<file path="src/design/zsqwd_ram.sv">
// Generic single-write, single-read RAM with registered read data.
`default_nettype none
module zsqwd_ram #(
  parameter int unsigned WIDTH = 8,
  parameter int unsigned DEPTH = 16
) (
  input  wire logic                     clk,
  input  wire logic                     wr_en,
  input  wire logic [$clog2(DEPTH)-1:0] wr_addr,
  input  wire logic [WIDTH-1:0]         wr_data,
  input  wire logic                     rd_en,
  input  wire logic [$clog2(DEPTH)-1:0] rd_addr,
  output logic      [WIDTH-1:0]         rd_data
);

  logic [WIDTH-1:0] mem_r [DEPTH];

  always_ff @(posedge clk) begin
    if (wr_en) begin
      mem_r[wr_addr] <= wr_data;
    end
    if (rd_en) begin
      rd_data <= mem_r[rd_addr];
    end
  end

endmodule
`default_nettype wire

</file>
<file path="config.mk">
export PLATFORM = sky130hd
export DESIGN_NAME = zsqwd_ram
export DESIGN_NICKNAME = d
export VERILOG_FILES = /design/src/design/zsqwd_ram.sv
export SDC_FILE = /design/constraint.sdc
export NUM_CORES = 1
export LEC_CHECK = 0
export BUFFER_PORTS_ARGS = -buffer_cell sky130_fd_sc_hd__buf_2
export CAP_MARGIN = 20
export CELL_PAD_IN_SITES_DETAIL_PLACEMENT = 1
export CELL_PAD_IN_SITES_GLOBAL_PLACEMENT = 2
export CORE_ASPECT_RATIO = 0.6
export CORE_MARGIN = 5
export CORE_UTILIZATION = 43
export CTS_CLUSTER_DIAMETER = 200
export DETAILED_ROUTE_END_ITERATION = 12
export PLACE_DENSITY_LB_ADDON = 0.1
export SLEW_MARGIN = 5
export SYNTH_ARGS = -nofsm -noshare
export SYNTH_HDL_FRONTEND = slang
export SYNTH_SLANG_ARGS = --single-unit
</file>
<file path="constraint.sdc">
create_clock -name clk -period 2 [get_ports clk]
set_clock_uncertainty 0.15 [all_clocks]
set_input_delay 0.4 -clock clk [delete_from_list [all_inputs] [get_ports clk]]
set_output_delay 0.4 -clock clk [all_outputs]
set_load 0.1 [all_outputs]
</file>
==> flow_results.xml, run 1 <==
<?xml version="1.0" encoding="UTF-8"?>
<metrics>
  <group name="sta">
    <metric name="maxClockFrequency" unit="GHz">0.564</metric>
    <metric name="final_report_setup_violation_count" unit="">0</metric>
    <metric name="worstMarginPinSlew" unit="ps">787</metric>
    <metric name="grt_setup_unrepaired" unit="">false</metric>
    <metric name="final_worst_path_cycle_share" unit="">0.886</metric>
    <metric name="drv_slew" unit="">0</metric>
    <metric name="timing.final.ws_setup" unit="ps">227</metric>
    <metric name="final.setup.tns" unit="ps">0</metric>
    <metric name="timing.hold.ws" unit="ps">222</metric>
    <metric name="post-route-min-period" unit="ps">1770</metric>
    <metric name="maxSlewHeadroom" unit="">0.474</metric>
    <metric name="final_count_of_hold_timing_violations" unit="">0</metric>
  </group>
  <group name="pwr">
    <metric name="switching_share_of_power" unit="">0.223</metric>
    <metric name="power.net_switching" unit="W">0.00149</metric>
    <metric name="power_frac_clock" unit="">0.456</metric>
    <metric name="p_comb_frac" unit="">0.061</metric>
    <metric name="total_leakage_power" unit="nW">2.12</metric>
    <metric name="ir_worst_vdd" unit="uV">552</metric>
    <metric name="share_seq_of_total_power" unit="">0.484</metric>
    <metric name="power.density_cell_area" unit="nW/um2">1060</metric>
    <metric name="intPower" unit="W">0.00519</metric>
  </group>
  <group name="place">
    <metric name="hpwlAfterDp" unit="um">7330</metric>
    <metric name="numPortBuffers" unit="">26</metric>
    <metric name="placement.cell_area" unit="um2">5710</metric>
    <metric name="numPlacedInstances" unit="">433</metric>
    <metric name="gp_congestion" unit="">0.726</metric>
    <metric name="preCtsSetupSlack" unit="ps">-105</metric>
  </group>
  <group name="worst_setup_path">
    <metric name="critical_path_depth" unit="">1</metric>
    <metric name="critical_path_peak_fanout" unit="">1</metric>
    <metric name="worst_path_top_cell_family_by_delay" unit="">buffers and inverters</metric>
    <metric name="critPathCaptureType" unit="">primary output</metric>
    <metric name="critical_path.startpoint_type" unit="">register</metric>
    <metric name="critical_path_top_delay_cell" unit="">sky130_fd_sc_hd__buf_2</metric>
    <metric name="reg2reg_path_depth" unit="">3</metric>
    <metric name="critical_path_required" unit="ps">1450</metric>
    <metric name="worstPathCellList" unit="">buf_2</metric>
    <metric name="critPathBufInv" unit="">1</metric>
    <metric name="cpPeakStageDelay" unit="ps">450</metric>
    <metric name="rrSetupSlack" unit="ps">370</metric>
    <metric name="timing_worst_setup_path_type" unit="">reg2out</metric>
    <metric name="crit-reg2reg-launch" unit="">mem_r[9][5]</metric>
    <metric name="r2r-end" unit="">rd_data[5]</metric>
    <metric name="worst_ep_arrival_time" unit="ps">1220</metric>
  </group>
  <group name="min_path">
    <metric name="hold_path_depth" unit="">1</metric>
    <metric name="holdCritStartpoint" unit="">wr_data[6]</metric>
    <metric name="min-delay-path-class" unit="">in2reg</metric>
    <metric name="whs_endpoint" unit="">mem_r[14][6]</metric>
  </group>
  <group name="cells_and_area">
    <metric name="post_route_cells_drive_above_1_share" unit="">0.330</metric>
    <metric name="antenna-diode-count" unit="">0</metric>
    <metric name="design.final.nets" unit="">306</metric>
    <metric name="final_cell_count_no_fill" unit="">465</metric>
    <metric name="design_area" unit="um2">6280</metric>
    <metric name="flow.area_growth_from_synthesis" unit="%">20.2</metric>
  </group>
  <group name="synthesis">
    <metric name="mappedNetlistArea" unit="um2">5230</metric>
    <metric name="syn-mean-instance-area" unit="um2">22.8</metric>
    <metric name="synth_sequential_area_ratio" unit="">0.781</metric>
    <metric name="mappedNetlistNets" unit="">248</metric>
    <metric name="syn-instance-count" unit="">229</metric>
    <metric name="synthesis.yosys.warnings" unit="">0</metric>
    <metric name="yosys_register_bits" unit="">136</metric>
    <metric name="count_of_different_cell_masters_after_synthesis" unit="">18</metric>
  </group>
  <group name="grt">
    <metric name="grt_start_max_net_pins" unit="">20</metric>
    <metric name="grt_usage" unit="">0.168</metric>
    <metric name="global_route_wire_length_before_repair" unit="um">17100</metric>
    <metric name="grt_pass1_vias" unit="">2734</metric>
    <metric name="grt_antenna_before_repair" unit="">0</metric>
    <metric name="grt_overflow" unit="">0</metric>
  </group>
  <group name="drt">
    <metric name="drtAntennaViolNets" unit="">0</metric>
    <metric name="route.vias.total" unit="">2503</metric>
    <metric name="drt_first_iter_violations" unit="">155</metric>
    <metric name="drt_wl_total" unit="um">11200</metric>
    <metric name="drt-wirelength-per-cell" unit="um">24.0</metric>
    <metric name="post-route-drc-count" unit="">0</metric>
    <metric name="drt_pass1_iterations" unit="">4</metric>
    <metric name="vias_per_cell" unit="">5.38</metric>
  </group>
  <group name="run_status">
    <metric name="run_status" unit="">finished, final reports clean</metric>
  </group>
  <group name="clock_tree">
    <metric name="path_clk_slew" unit="ps">60</metric>
    <metric name="clockRootBuffer" unit="">sky130_fd_sc_hd__clkbuf_16</metric>
    <metric name="max-clock-path-buffers" unit="">2</metric>
    <metric name="clock_sinks" unit="">136</metric>
    <metric name="cts.repair.resized" unit="">0</metric>
    <metric name="clock_insertion_delay_worst_skew" unit="ps">420</metric>
    <metric name="cts_buffers" unit="">17</metric>
    <metric name="cts.hold.buffers_added" unit="">0</metric>
    <metric name="post-cts-setup-buffer-count" unit="">0</metric>
    <metric name="clock_tree_from_tritoncts" unit="">built</metric>
    <metric name="clock_tree.htree_level_count" unit="">4</metric>
  </group>
  <group name="die">
    <metric name="rows" unit="">31</metric>
    <metric name="die_area" unit="um2">14500</metric>
    <metric name="fp.dieH" unit="um">95.4</metric>
    <metric name="fp.coreArea" unit="um2">12000</metric>
    <metric name="floorplan.io_pins" unit="">27</metric>
    <metric name="die-width" unit="um">152</metric>
    <metric name="floorplan.initialDensity" unit="">0.436</metric>
  </group>
  <group name="flow_run">
    <metric name="drv_cap" unit="">0</metric>
  </group>
</metrics>
==> how the worst max path moves through the flow <==
stage / from / end
2_1_floorplan: rd_addr[0] / rd_data[1]
3_3_place_gp: rd_addr[0] / rd_data[5]
3_5_place_dp: rd_addr[0] / rd_data[5]
4_1_cts: rd_data[4] / rd_data[4]
5_1_grt: rd_data[4] / rd_data[4]
6_report: rd_data[0] / rd_data[0]
==> cell families (layout without fill, tap and decap cells) <==
family / count (synthesis) / after routing / synth area share
mux: 32 / 32 / 0.148
buf+inv: 10 / 81 / 0.0165
compound gates: 16 / 16 / 0.0230
simple gates: 35 / 35 / 0.0314
flops: 136 / 136 / 0.781
==> stage by stage <==
step | total power (W) | utilization
floorplan | 0.00355 | -
global placement | 0.00369 | 0.476
detailed placement | 0.00370 | 0.476
CTS | 0.00675 | 0.524
global route | 0.00691 | 0.524
finish | 0.00668 | 0.524
==> layout by cell type (no fill, tap or decap), types with 4 or more instances in the layout <==
master                      synthesis  routed
sky130_fd_sc_hd__edfxtp_1         136     136
sky130_fd_sc_hd__buf_2              3      26
sky130_fd_sc_hd__buf_4              1      19
sky130_fd_sc_hd__mux4_2            18      18
sky130_fd_sc_hd__clkbuf_16          0      17
sky130_fd_sc_hd__a22oi_1           16      16
sky130_fd_sc_hd__mux4_1            14      14
sky130_fd_sc_hd__nor2_1            13      13
sky130_fd_sc_hd__nand2_1            9       9
sky130_fd_sc_hd__buf_12             0       4
==> state kept, by name, indices dropped and copies added (netlist names) <==
signal   flops
mem_r      128
rd_data      8
==> cell type report <==
cell class / instances / area [um2]
well taps: 165 / 206
flip-flops and latches: 136 / 4080
repair buffers: 49 / 353
fillers: 1067 / 5700
clock buffers: 18 / 429
multi-input cells: 83 / 1060
clock inverters: 14 / 149
==> per-layer routing <==
| layer | global-route usage | wire length (um) | vias to the layer above |
|---|---|---|---|
| met4 | 0.0703 | 123 | 0 |
| met3 | 0.0481 | 554 | 13 |
| met2 | 0.251 | 5080 | 58 |
| met5 | 0 | 0 | - |
| li1 | - | - | 1098 |
| met1 | 0.235 | 5420 | 1334 |
==> synthesized netlist by cell type <==
cell	count	area, um2
sky130_fd_sc_hd__clkdlybuf4s25_2	3	30.0
sky130_fd_sc_hd__nor3_1	4	20.0
sky130_fd_sc_hd__nand3_1	1	5.00
sky130_fd_sc_hd__edfxtp_1	136	4080
sky130_fd_sc_hd__and2_1	1	6.26
sky130_fd_sc_hd__nor2_1	13	48.8
sky130_fd_sc_hd__nor2b_1	1	6.26
sky130_fd_sc_hd__nand2b_1	2	12.5
sky130_fd_sc_hd__mux4_2	18	405
sky130_fd_sc_hd__or3b_2	1	8.76
sky130_fd_sc_hd__buf_2	3	15.0
sky130_fd_sc_hd__buf_6	3	33.8
sky130_fd_sc_hd__nand3b_1	2	15.0
sky130_fd_sc_hd__nand2_1	9	33.8
sky130_fd_sc_hd__mux4_1	14	368
sky130_fd_sc_hd__a22oi_1	16	120
sky130_fd_sc_hd__and2b_1	1	7.51
sky130_fd_sc_hd__buf_4	1	7.51
==> power by group through the flow <==
stage	clock [W]	combinational, W	sequential (W)
after floorplan	0	0.000162	0.00338
after global placement	0	0.000406	0.00329
after detailed placement	0	0.000412	0.00329
after CTS	0.00311	0.000413	0.00323
after global routing	0.00325	0.000433	0.00323
final	0.00304	0.000405	0.00323
No activity file was read; power rests on OpenSTA's default activity.
==> run 2, diff against run 1 <==
--- a/config.mk
+++ b/config.mk
@@ -14,7 +14,7 @@
 export CORE_UTILIZATION = 43
 export CTS_CLUSTER_DIAMETER = 200
 export DETAILED_ROUTE_END_ITERATION = 12
-export PLACE_DENSITY_LB_ADDON = 0.1
+export PLACE_DENSITY = 0.83
 export SLEW_MARGIN = 5
 export SYNTH_ARGS = -nofsm -noshare
 export SYNTH_HDL_FRONTEND = slang
==> run 2 against run 1 <==
Clock-buffer cell count is 1 lower. Setup slack got worse by 3.2 ps. Clock power increased by 14%. Sequential power hardly changed. Design area is 0.82% higher. Sequential share of layout area decreased by 0.53 points. Flip-flop and latch count stayed put. Non-clock buffer count fell by 2. Core utilization up 0.43 points. Fmax is 0.18% lower. Wire length decreased by 2.2%. Cell count down 0.43%. Highest routed layer unchanged.
==> flow_results.xml, run 2 (same netlist as run 1, synthesis figures left out) <==
<?xml version="1.0" encoding="UTF-8"?>
<metrics>
  <group name="run_status">
    <metric name="run_status" unit="">finished, final reports clean</metric>
  </group>
  <group name="sta">
    <metric name="post-route-min-period" unit="ps">1780</metric>
    <metric name="timing.hold.ws" unit="ps">211</metric>
    <metric name="worstMarginPinSlew" unit="ps">912</metric>
    <metric name="final_count_of_hold_timing_violations" unit="">0</metric>
    <metric name="final.setup.tns" unit="ps">0</metric>
    <metric name="drv_slew" unit="">0</metric>
    <metric name="grt_setup_unrepaired" unit="">false</metric>
    <metric name="maxSlewHeadroom" unit="">0.391</metric>
    <metric name="final_worst_path_cycle_share" unit="">0.888</metric>
    <metric name="maxClockFrequency" unit="GHz">0.563</metric>
    <metric name="final_report_setup_violation_count" unit="">0</metric>
  </group>
  <group name="pwr">
    <metric name="switching_share_of_power" unit="">0.204</metric>
    <metric name="power.net_switching" unit="W">0.00145</metric>
    <metric name="total_leakage_power" unit="nW">2.14</metric>
    <metric name="power_frac_clock" unit="">0.490</metric>
    <metric name="power.total" unit="W">0.00711</metric>
    <metric name="intPower" unit="W">0.00566</metric>
    <metric name="ir_worst_vdd" unit="uV">573</metric>
    <metric name="p_comb_frac" unit="">0.056</metric>
    <metric name="share_seq_of_total_power" unit="">0.454</metric>
    <metric name="power.density_cell_area" unit="nW/um2">1120</metric>
  </group>
  <group name="clock_tree">
    <metric name="clock_sinks" unit="">136</metric>
    <metric name="clockRootBuffer" unit="">sky130_fd_sc_hd__clkbuf_16</metric>
    <metric name="cts.hold.buffers_added" unit="">0</metric>
    <metric name="clock_tree_from_tritoncts" unit="">built</metric>
    <metric name="post-cts-setup-buffer-count" unit="">0</metric>
    <metric name="max-clock-path-buffers" unit="">2</metric>
    <metric name="clock_tree.htree_level_count" unit="">4</metric>
    <metric name="cts.repair.resized" unit="">0</metric>
    <metric name="path_clk_slew" unit="ps">60</metric>
    <metric name="clock_insertion_delay_worst_skew" unit="ps">420</metric>
    <metric name="cts_buffers" unit="">17</metric>
  </group>
  <group name="drt">
    <metric name="drt_wl_total" unit="um">10900</metric>
    <metric name="drt_first_iter_violations" unit="">159</metric>
    <metric name="drt_pass1_iterations" unit="">4</metric>
    <metric name="vias_per_cell" unit="">5.33</metric>
    <metric name="route.vias.total" unit="">2470</metric>
    <metric name="drtAntennaViolNets" unit="">0</metric>
    <metric name="post-route-drc-count" unit="">0</metric>
    <metric name="drt-wirelength-per-cell" unit="um">23.6</metric>
  </group>
  <group name="cells_and_area">
    <metric name="layout_commonest_cell" unit="">sky130_fd_sc_hd__edfxtp_1</metric>
    <metric name="largest_register_ff_count" unit="">128</metric>
    <metric name="max_flop_register" unit="">mem_r</metric>
    <metric name="flow.area_growth_from_synthesis" unit="%">21.2</metric>
    <metric name="most_frequent_cells_in_the_layout" unit="">136 x sky130_fd_sc_hd__edfxtp_1, 26 x sky130_fd_sc_hd__buf_2, 18 x sky130_fd_sc_hd__mux4_2, 18 x sky130_fd_sc_hd__buf_4, 17 x sky130_fd_sc_hd__clkbuf_16</metric>
    <metric name="design_area" unit="um2">6330</metric>
    <metric name="antenna-diode-count" unit="">0</metric>
    <metric name="post_route_cells_drive_above_1_share" unit="">0.319</metric>
    <metric name="reg_top3" unit="">mem_r x128, rd_data x8</metric>
    <metric name="design.final.nets" unit="">304</metric>
    <metric name="post-route-util" unit="">0.529</metric>
  </group>
  <group name="place">
    <metric name="gp_congestion" unit="">0.702</metric>
    <metric name="placement.cell_area" unit="um2">5680</metric>
    <metric name="hpwlAfterDp" unit="um">7070</metric>
    <metric name="numPortBuffers" unit="">26</metric>
  </group>
  <group name="worst_setup_path">
    <metric name="critPathBufInv" unit="">1</metric>
    <metric name="critical_path_peak_fanout" unit="">1</metric>
    <metric name="critPathCaptureType" unit="">primary output</metric>
    <metric name="cpPeakStageDelay" unit="ps">440</metric>
    <metric name="timing_worst_setup_path_type" unit="">reg2out</metric>
    <metric name="critical_path_top_delay_cell" unit="">sky130_fd_sc_hd__buf_2</metric>
    <metric name="critical_path.startpoint_type" unit="">register</metric>
    <metric name="worst_path_top_cell_family_by_delay" unit="">buffers and inverters</metric>
    <metric name="worstPathCellList" unit="">buf_2</metric>
    <metric name="worst_ep_arrival_time" unit="ps">1230</metric>
    <metric name="critical_path_required" unit="ps">1450</metric>
  </group>
  <group name="grt">
    <metric name="grt_usage" unit="">0.166</metric>
    <metric name="grt_pass1_vias" unit="">2770</metric>
    <metric name="grt_overflow" unit="">0</metric>
    <metric name="global_route_wire_length_before_repair" unit="um">17000</metric>
    <metric name="grt_antenna_before_repair" unit="">0</metric>
    <metric name="grt_start_max_net_pins" unit="">33</metric>
  </group>
  <group name="die">
    <metric name="die_area" unit="um2">14500</metric>
    <metric name="fp.dieH" unit="um">95.4</metric>
    <metric name="floorplan.io_pins" unit="">27</metric>
    <metric name="rows" unit="">31</metric>
    <metric name="die-width" unit="um">152</metric>
    <metric name="floorplan.initialDensity" unit="">0.436</metric>
    <metric name="fp.coreArea" unit="um2">12000</metric>
  </group>
  <group name="min_path">
    <metric name="min-delay-path-class" unit="">in2reg</metric>
  </group>
  <group name="flow_run">
    <metric name="drv_cap" unit="">0</metric>
  </group>
</metrics>
[run 2: layer usage]
layer | GRT usage | share of wire | up-vias
met5 | 0 | 0 | -
met4 | 0.0539 | 0.013 | 0
met3 | 0.0549 | 0.045 | 15
met2 | 0.261 | 0.48 | 55
met1 | 0.223 | 0.46 | 1306
li1 | - | - | 1094
[run 2: stage by stage]
| stage | instances | setup WS, ps |
|---|---|---|
| 6_report | 463 | 224 |
| 5_1_grt | 463 | 161 |
| 4_1_cts | 463 | 186 |
| 3_5_place_dp | 431 | -89.5 |
| 3_3_place_gp | 431 | -61.0 |
| 2_1_floorplan | 229 | 168 |
[run 2: final cells by class]
cell class | count | area [um2]
fill | 1049 | 5650
sequential | 136 | 4080
multi-input combinational | 83 | 1060
clock buffer | 17 | 425
timing repair buffer | 47 | 325
clock inverter | 15 | 231
tap | 165 | 206
[run 2: power by group through the flow]
stage	sequential (W)	combinational [W]	clock, W
2_1_floorplan	0.00338	0.000162	0
3_3_place_gp	0.00329	0.000389	0
3_5_place_dp	0.00329	0.000401	0
4_1_cts	0.00323	0.000404	0.00356
5_1_grt	0.00323	0.000425	0.00369
6_report	0.00323	0.000397	0.00348
[run 2: worst paths after layout]
path | startpoint | endpoint | slack [ps] | cells after the start
worst max-delay path | rd_data[5] | rd_data[5] | 220 | 1
worst max register to register | mem_r[1][3] | rd_data[3] | 380 | 3
worst min register to register | mem_r[12][3] | rd_data[3] | 610 | 3
worst min-delay path | wr_data[5] | mem_r[6][5] | 210 | 1
[run 2: worst register-to-register path: stages (launching register included)]
cell                       delay (ps)
sky130_fd_sc_hd__edfxtp_1         380
sky130_fd_sc_hd__mux4_1           530
sky130_fd_sc_hd__a22oi_1          240
sky130_fd_sc_hd__nand2_1           70
